--- config.mk ---
export PLATFORM = sky130hd
export DESIGN_NAME = crpf_ram
export DESIGN_NICKNAME = d
export VERILOG_FILES = /design/src/design/crpf_ram.sv
export SDC_FILE = /design/constraint.sdc
export NUM_CORES = 1
export LEC_CHECK = 0
export BUFFER_PORTS_ARGS = -buffer_cell sky130_fd_sc_hd__buf_2
export CAP_MARGIN = 20
export CORE_MARGIN = 1.5
export CORE_UTILIZATION = 50
export CTS_CLUSTER_SIZE = 14
export DETAILED_ROUTE_END_ITERATION = 16
export PLACE_DENSITY_LB_ADDON = 0.2
export SLEW_MARGIN = 5
export SYNTH_ARGS = -nofsm -noshare
export SYNTH_HDL_FRONTEND = slang
export SYNTH_SLANG_ARGS = --single-unit
export TNS_END_PERCENT = 30
--- constraint.sdc ---
create_clock -name clk -period 8.65 [get_ports clk]
set_input_delay 1.2975 -clock clk [delete_from_list [all_inputs] [get_ports clk]]
set_output_delay 1.2975 -clock clk [all_outputs]
set_load 0.02 [all_outputs]
--- src/design/crpf_ram.sv ---
// ============================================================================
// Generic single-port-write, single-port-read RAM
// One write and one read per cycle; the read data is registered.
// ============================================================================
`default_nettype none

module crpf_ram #(
    parameter int WIDTH = 96,
    parameter int DEPTH = 16
) (
    input  wire logic                     clk,
    input  wire logic                     wr_en,
    input  wire logic [$clog2(DEPTH)-1:0] wr_addr,
    input  wire logic [WIDTH-1:0]         wr_data,
    input  wire logic                     rd_en,
    input  wire logic [$clog2(DEPTH)-1:0] rd_addr,
    output      logic [WIDTH-1:0]         rd_data
);

    logic [WIDTH-1:0] mem_reg [DEPTH];
    logic [WIDTH-1:0] rd_data_reg;

    always_ff @(posedge clk)
    begin
        if (wr_en)
        begin
            mem_reg[wr_addr] <= wr_data;
        end
        if (rd_en)
        begin
            rd_data_reg <= mem_reg[rd_addr];
        end
    end

    assign rd_data = rd_data_reg;

endmodule

`default_nettype wire

Yosys cells after proc, flatten, opt, wreduce, memory -nomap -nowiden
Memory sizes are Yosys's and may differ from the RTL's. A register that Yosys moved wholly into a read port is not among the register bits.
Cells that the tools add are included.
{"block": "classes", "mux": 2}
{"operator": "1-bit two-way mux", "n": 2}
{"block": "word_totals", "output_inout_bits": 96, "ram_bits": 1536, "wordCells": 3, "n_memories": 1, "inputBits": 107, "regBits": 0}
{"memory": "mem_reg", "depth": 16, "width": 96, "read_ports": 1, "rd_ports_with_merged_regs": 1, "wr": 1, "line": "20", "source": "logic [WIDTH-1:0] mem_reg [DEPTH];"}

Longest topological paths before layout
Gate-level depths: netlist of the first run.
{"block": "logic_depth", "word_depth": 2, "mapped_depth": 6, "depth_no_buf": 3}

Worst setup path after synthesis of the first run
No wires, ideal clock.
{"block": "synth_timing", "path_kind": "input-to-reg", "startpoint": "input port wr_addr[2]", "endpoint": "memory mem_reg[0][0], enable pin", "arrival_time_ns": 8.306, "stages": 2, "t_required_ns": 7.980, "slack_ns": -0.325, "cell_sequence": "or3b_2 -> nor3_1"}
{"item": "start: declaration", "line": "13", "source": "input wire logic [$clog2(DEPTH)-1:0] wr_addr,"}
{"item": "end: declaration", "line": "20"}
No word-level cell before the write port.

Worst setup path in the final report of the first run
{"block": "layout_timing", "startpoint": "input port wr_addr[3]", "endpoint": "memory mem_reg[6][15], enable pin"}
No word-level cell before the write port.

==> flow_metrics.tcl, run 1 <==
set metrics [dict create \
    reg2reg_slack_ns 7.17 \
    setup_tns_ns 0 \
    start_util_pct 50.3 \
    yosysUniqueCellTypes 17 \
    synthMuxAreaShare_pct 14.3 \
    ys_ff_latch 1632 \
    drv_cap 0 \
    layout_commonest_cell "edfxtp_1" \
    clock_sinks 1632 \
    cp_data_required_time_ns 9.02 \
    reg2reg_depth 3 \
    hold_start "mem_reg[15][13]" \
    slowest_stage "buf_4" \
    yosysSeqAreaShare_pct 81.2 \
    clock_path_buffers 3 \
    grt_pass1_wl_mm 194 \
    final_cells 4481 \
    ant_nets 0 \
    hold_depth 3 \
    syn_avg_cell_area_um2 24.5 \
    htree_levels 4 \
    cp-start-kind "primary input" \
    gr-total-overflow 0 \
    grt_usage_pct 22.3 \
    num-nets-final 2845 \
    cts_resized 0 \
    post-cts-setup-buffers 0 \
    crit_buf_inv 3 \
    slowest_delay_ns 0.89 \
    hold_end "rd_data[13]" \
    cts_tree "yes" \
    drtIter0Drc 2450 \
    worstMarginPinSlew_ns 1.07 \
    rr_endpoint "rd_data[7]" \
    ioPinCount 203 \
    yosysTopAreaCellShare_pct 81.2 \
    wire_per_inst_um 30.0 \
    via_per_inst 6.05 \
    coreArea_um2 120000 \
    clock_tree.root_cell "clkbuf_16" \
    rows 127 \
    period_share_pct 39.6 \
    antenna_found_initial 28 \
    slew_viol_final 0 \
    cp_max_fo 50 \
    route.final.wire_length_mm 134 \
    fin_crit_ns 3.42 \
    hp-class "flop to flop" \
    drive_gt1_share_pct 29.8 \
    synth_compound_area_share_pct 2.39 \
    max_freq_mhz 292 \
    routed-via-count 27110 \
    end_kind "flop" \
    drt_first_pass_iters 7 \
    final_hold_viol_count 0 \
    final_util_pct 56.9 \
    synth_area_leader_cell "edfxtp_1" \
    pwr_density_cell_nw_per_um2 238 \
    synth_xor_area_share_pct 0 \
    syn_nets 2567 \
    p_total_uw 16200 \
    grt_max_degree 97 \
    path_cells "buf_2, nand3b_1, nor2_4, buf_4, buf_4" \
    synthCells 2460 \
    dieArea_um2 123000 \
    drc 0 \
    clock_skew_ns 0.0246 \
    die_w_um 350 \
    outcome "complete, no violations" \
    dp_hpwl_mm 59.2 \
    die_y_um 350 \
    io_buffer_count 202 \
    worstReg2RegStart "mem_reg[11][7]" \
    clock_latency_ns 0.77 \
    cts_hold_buf 0 \
    clk_pin_slew_ns 0.06 \
    layout_common_cells "1632 x edfxtp_1, 384 x mux4_2, 199 x buf_2" \
    syn_area_um2 60300 \
    max-slew-margin-rel_pct 28.5 \
    setup_viol 0 \
    yosys.area_share.simple_pct 0.817 \
    cp_top_family "buffers and inverters" \
    syn2layout_area_growth_pct 13.1 \
    grt_pass1_vias 28406 \
    largest_reg_flops 1536 \
    path_class "primary input to flop" \
    yosys_warnings 0 \
    path_common_cell "buf_4" \
    vdd_drop_max_mv 0.189 \
    rsz0062_at_grt "no" \
    synth_top_family_by_area "multiplexers" \
    yosys.area_share.adder_pct 0 \
    p_leak_uw 0.0216 \
    dp.cells 4184 \
    yosys-top-cells-area "edfxtp_1 81%, mux4_2 14%, a22oi_1 2.4%" \
    arrival_ns 3.79 \
    gp_congestion 0.705 \
    cts_buffers 163 \
]
==> worst reg2reg max path, stage by stage (launching register included) <==
cell,delay [ns]
edfxtp_1,0.37
mux4_2,0.47
a22oi_1,0.24
nand2_1,0.13
==> metal layers <==
layer | vias up | share of wire [%] | track usage, % | routed length [um]
li1 | 11213 | - | - | -
met1 | 14762 | 40 | 29.7 | 54000
met2 | 897 | 51 | 37.8 | 68200
met3 | 216 | 6.5 | 4.11 | 8730
met4 | 22 | 2.3 | 6.44 | 3150
met5 | - | 0.11 | 0 | 145
==> cells by family (layout without fill, tap and decap cells) <==
| family | after synthesis | in the layout |
|---|---|---|
| compound gates | 192 | 192 |
| buf+inv | 129 | 529 |
| flops | 1632 | 1632 |
| mux | 384 | 384 |
| other cells | 0 | 9 |
| simple gates | 123 | 123 |
==> metrics by stage <==
stage | hold WS [ns] | setup slack (ns) | cell area, um2
floorplan | 0.710 | -0.0258 | 60300
global placement | 0.727 | 4.45 | 63300
detailed placement | 0.728 | 4.42 | 63300
CTS | 0.724 | 5.23 | 68200
global route | 0.759 | 4.99 | 68200
finish | 0.717 | 5.23 | 68200
==> where the power goes <==
group          internal, uW  switching [uW]
clock network          3660            2840
logic                   294             483
registers              8910            53.1
total                 12900            3380
==> worst max-delay path by stage <==
stage | from | end | slack (ns) | cells after the start
6_report | wr_addr[3] | mem_reg[6][15] | 5.23 | 5
5_1_grt | rd_addr[0] | rd_data[93] | 4.99 | 5
4_1_cts | rd_addr[0] | rd_data[75] | 5.23 | 5
3_5_place_dp | rd_addr[0] | rd_data[12] | 4.42 | 5
3_3_place_gp | rd_addr[0] | rd_data[85] | 4.45 | 5
2_1_floorplan | wr_addr[2] | mem_reg[8][0] | -0.03 | 2
==> cell usage after synthesis <==
cell / n
edfxtp_1: 1632
mux4_2: 384
a22oi_1: 192
nand2_1: 97
clkbuf_1: 46
buf_1: 32
buf_6: 21
buf_4: 19
nor2_1: 13
buf_2: 11
nor3_1: 4
nand2b_1: 2
nand3b_1: 2
nor2b_1: 2
and2_1: 1
nand3_1: 1
or3b_2: 1
==> area by class of cell <==
cell class | count | area, um2
fillers | 8664 | 51600
flip-flops and latches | 1632 | 49000
clock buffers | 206 | 4350
repair buffers | 242 | 1550
multi-input cells | 699 | 10700
well taps | 1612 | 2020
diodes | 9 | 22.5
clock inverters | 81 | 538
(Power assumes the default switching activity.)
==> inputs of run 2 (changes only) <==
clock period = 3.3 ns   (was 8.65 ns; I/O delays follow)
==> run 2 against run 1 <==
Against the previous run:
- non-clock buffer count increased by 63
- clock power grew to 2.6 times the previous value
- worst setup slack got worse by 3.9 ns
- register-to-register slack worse by 5.4 ns
- final area is 1.8% higher
- largest cell class unchanged
- largest power group unchanged
==> flow_metrics.tcl, run 2 (synthesis gave the netlist of run 1 again) <==
set metrics [dict create \
    final_util_pct 58.0 \
    slowest_delay_ns 0.50 \
    route.final.wire_length_mm 135 \
    die_y_um 350 \
    dp_hpwl_mm 71.0 \
    routed-via-count 27335 \
    ioPinCount 203 \
    cp_max_fo 1 \
    rsz0062_at_grt "no" \
    crit_buf_inv 1 \
    drc 0 \
    cp_top_family "flip-flops" \
    final_hold_viol_count 0 \
    worstMarginPinSlew_ns 0.814 \
    cp_data_required_time_ns 2.80 \
    io_buffer_count 202 \
    fin_crit_ns 1.97 \
    htree_levels 4 \
    seqCellArea_um2 49000 \
    cts_hold_buf 0 \
    start_util_pct 50.3 \
    gp_congestion 0.727 \
    post-cts-setup-buffers 0 \
    holdWs_ns 0.108 \
    syn2layout_area_growth_pct 15.2 \
    p_leak_uw 0.0221 \
    path_class "flop to output pin" \
    drive_gt1_share_pct 31.8 \
    largest_reg_flops 1536 \
    slowest_stage "edfxtp_1" \
    outcome "complete, no violations" \
    cp-start-kind "flop" \
    clock_sinks 1632 \
    layout_commonest_cell "edfxtp_1" \
    drtIter0Drc 2809 \
    gr-total-overflow 0 \
    ant_nets 0 \
    rows 127 \
    pwr_density_cell_nw_per_um2 616 \
    max-slew-margin-rel_pct 45.5 \
    drt_first_pass_iters 5 \
    clock_latency_ns 0.75 \
    grt_max_degree 79 \
    reg2reg_slack_ns 1.78 \
    top_layer "met5" \
    multi_input_area_um2 10800 \
    wl_met2_mm 66.7 \
    slew_viol_final 0 \
    nFillCells 8482 \
    period_share_pct 59.7 \
    die_w_um 350 \
    coreArea_um2 120000 \
    clock_skew_ns 0.0221 \
    grt_pass1_wl_mm 197 \
    hp-class "primary input to flop" \
    grt_pass1_vias 28644 \
    path_cells "buf_2" \
    max_freq_mhz 507 \
    clock_path_buffers 3 \
    num-nets-final 2902 \
    dieArea_um2 123000 \
    via_per_inst 6.03 \
    vdd_drop_max_mv 0.507 \
    cts_resized 0 \
    antenna_found_initial 27 \
    grt_usage_pct 22.6 \
    clock_tree.root_cell "clkbuf_16" \
    wl_met1_mm 55.9 \
    routed-wl-met3_mm 10.1 \
    layout_common_cells "1632 x edfxtp_1, 384 x mux4_2, 199 x buf_2" \
    wire_per_inst_um 29.9 \
    clk_pin_slew_ns 0.06 \
    cts_buffers 157 \
    drv_cap 0 \
    p_total_uw 42800 \
    setup_viol 0 \
    arrival_ns 1.48 \
    cts_tree "yes" \
    end_kind "output pin" \
]
run 2: worst paths after layout:
path                                        to  depth (start not counted)      startpoint
worst max-delay path                rd_data[8]                          1      rd_data[8]
worst min-delay path            mem_reg[3][26]                          1     wr_data[26]
worst max register to register     rd_data[20]                          3  mem_reg[3][20]
worst min register to register      rd_data[4]                          3  mem_reg[14][4]
run 2: final cells by class:
| class | count | share of cell area (%) |
|---|---|---|
| tap | 1612 | 2.90 |
| clock inverter | 90 | 1.04 |
| timing repair buffer | 305 | 3.93 |
| sequential | 1632 | 70.6 |
| multi-input combinational | 699 | 15.5 |
| antenna | 6 | 0.0216 |
| clock buffer | 191 | 6.05 |
run 2: routing by layer:
| layer | global-route usage, % | vias up |
|---|---|---|
| met5 | 0 | - |
| met2 | 36.0 | 980 |
| met4 | 6.09 | 26 |
| met1 | 32.1 | 14796 |
| li1 | - | 11328 |
| met3 | 4.82 | 205 |
run 2: report_power, final:
| part | switching [uW] | total (uW) | leakage, uW | internal [uW] |
|---|---|---|---|---|
| logic | 1280 | 2130 | 0.00488 | 852 |
| clock network | 7340 | 17200 | 0.00242 | 9830 |
| registers | 155 | 23500 | 0.0148 | 23400 |
| total | 8780 | 42800 | 0.0221 | 34000 |
run 2: stage by stage:
step	cell area, um2	instances	setup WS [ns]	setup TNS, ns
3_5_place_dp	64500	4248	0.693	0
4_1_cts	69400	4529	1.26	0
3_3_place_gp	64500	4248	0.735	0
2_1_floorplan	60400	2460	-0.568	-614.09
5_1_grt	69500	4533	1.27	0
6_report	69500	4535	1.33	0
==> inputs of run 3 (changes only) <==
clock period = 2 ns   (was 3.3 ns; I/O delays follow)
==> run 3 against run 2 <==
Against the previous run:
- final area rose by 4.0%
- largest cell class unchanged
- total power increased by 66%
- via count rose by 4.4%
- sequential power rose by 65%
- combinational power up 88%
- clock skew rose by 0.0024 ns
==> flow_metrics.tcl, run 3 (synthesis gave the netlist of run 1 again) <==
set metrics [dict create \
    fin_area_um2 72200 \
    grt_max_degree 40 \
    end_kind "output pin" \
    die_y_um 350 \
    fin_crit_ns 1.79 \
    via_per_inst 5.99 \
    drive_gt1_share_pct 33.5 \
    rsz0062_at_grt "no" \
    hold_depth 4 \
    holdWs_ns 0.134 \
    start_util_pct 50.3 \
    setup_tns_ns 0 \
    drt_first_pass_iters 5 \
    final_cells 4765 \
    route.final.wire_length_mm 140 \
    slowest_stage "edfxtp_1" \
    hold_start "rd_addr[1]" \
    syn2layout_area_growth_pct 19.7 \
    max-slew-margin-rel_pct 56.6 \
    crit_buf_inv 1 \
    cp_data_required_time_ns 1.70 \
    rr_endpoint "rd_data[19]" \
    detailed_place.area_um2 66300 \
    slew_viol_final 0 \
    layout_common_cells "1632 x edfxtp_1, 384 x mux4_2, 199 x buf_2" \
    num-nets-final 3138 \
    clock_sinks 1632 \
    grt_pass1_wl_mm 203 \
    path_class "flop to output pin" \
    cp-start-kind "flop" \
    grt_pass1_vias 29633 \
    dieArea_um2 123000 \
    clock_latency_ns 0.76 \
    nFillCells 8368 \
    drc 0 \
    cp_top_family "flip-flops" \
    drv_cap 0 \
    p_total_uw 71100 \
    clk_pin_slew_ns 0.06 \
    routed-via-count 28543 \
    clock_skew_ns 0.0244 \
    period_share_pct 89.5 \
    antenna_found_initial 13 \
    largest_reg_flops 1536 \
    clock_path_buffers 3 \
    gr-total-overflow 0 \
    rows 127 \
    gp_congestion 0.768 \
    dp.cells 4384 \
    pwr_density_cell_nw_per_um2 985 \
    cts_buffers 160 \
    io_buffer_count 202 \
    setup_viol 0 \
    reg2reg_slack_ns 0.38 \
    dp_hpwl_mm 82.9 \
    ant_nets 0 \
    layout_commonest_cell "edfxtp_1" \
    slowest_delay_ns 0.52 \
    reg2reg_depth 4 \
    max_freq_mhz 559 \
    grt_usage_pct 23.3 \
    clock_tree.root_cell "clkbuf_16" \
    hold_end "rd_data[7]" \
    htree_levels 4 \
    critPathLaunch "rd_data[3]" \
    final_hold_viol_count 0 \
    hp-class "primary input to flop" \
    drtIter0Drc 3243 \
    cp_max_fo 1 \
    arrival_ns 1.49 \
    cts_tree "yes" \
    ioPinCount 203 \
    cts_resized 0 \
    coreArea_um2 120000 \
    wire_per_inst_um 29.5 \
    p_leak_uw 0.0234 \
    die_w_um 350 \
    worstMarginPinSlew_ns 0.651 \
    outcome "complete, no violations" \
    worstReg2RegStart "mem_reg[0][19]" \
    vdd_drop_max_mv 0.871 \
    path_cells "buf_2" \
]
-- run 3: cell type report --
type                       count  area, um2  share of cell area (%)
sequential                  1632      49000                    67.9
multi-input combinational    699      10800                    14.9
tap                         1612       2020                    2.79
clock inverter                83        563                   0.780
clock buffer                 197       4330                    6.00
antenna                        4       10.0                  0.0139
timing repair buffer         538       5520                    7.64
-- run 3: worst reg2reg max path: cells and delay by family, from the launching register on --
family | cells | cell delay (ns)
muxes | 1 | 0.46
DFF | 1 | 0.37
AOI/OAI and AO/OA | 1 | 0.35
buffers and inverters | 1 | 0.17
and+or+nand+nor | 1 | 0.04
-- run 3: timing repair --
action / in CTS / in global routing
hold endpoints to repair: 1539 / 0
hold buffers: 97 / 0
buffers inserted: 0 / 0
-- run 3: routing by layer --
| layer | vias to the layer above | share of wire [%] | global-route usage, % |
|---|---|---|---|
| met1 | 15453 | 41 | 33.0 |
| met3 | 177 | 7.0 | 4.42 |
| met4 | 16 | 1.7 | 5.50 |
| li1 | 11830 | - | - |
| met5 | - | 0.067 | 0 |
| met2 | 1067 | 50 | 37.9 |
-- run 3: report_power, final --
group | internal, uW | switching (uW) | total [uW]
logic | 1740 | 2280 | 4010
clock network | 16200 | 12100 | 28300
registers | 38500 | 246 | 38800
-- run 3: how the worst max path moves through the flow --
stage	endpoint	slack (ns)	depth (start not counted)
2_1_floorplan	mem_reg[0][0]	-1.53	2
3_5_place_dp	rd_data[19]	-0.14	6
4_1_cts	rd_data[95]	0.17	1
6_report	rd_data[3]	0.21	1
5_1_grt	rd_data[3]	0.15	1
3_3_place_gp	rd_data[19]	-0.13	6
-- run 3: per-stage QoR --
| stage | util, % | setup WS, ns |
|---|---|---|
| after floorplan | - | -1.53 |
| after global routing | 60.3 | 0.145 |
| after global placement | 55.4 | -0.128 |
| final | 60.3 | 0.210 |
| after CTS | 60.3 | 0.174 |
| after detailed placement | 55.4 | -0.143 |
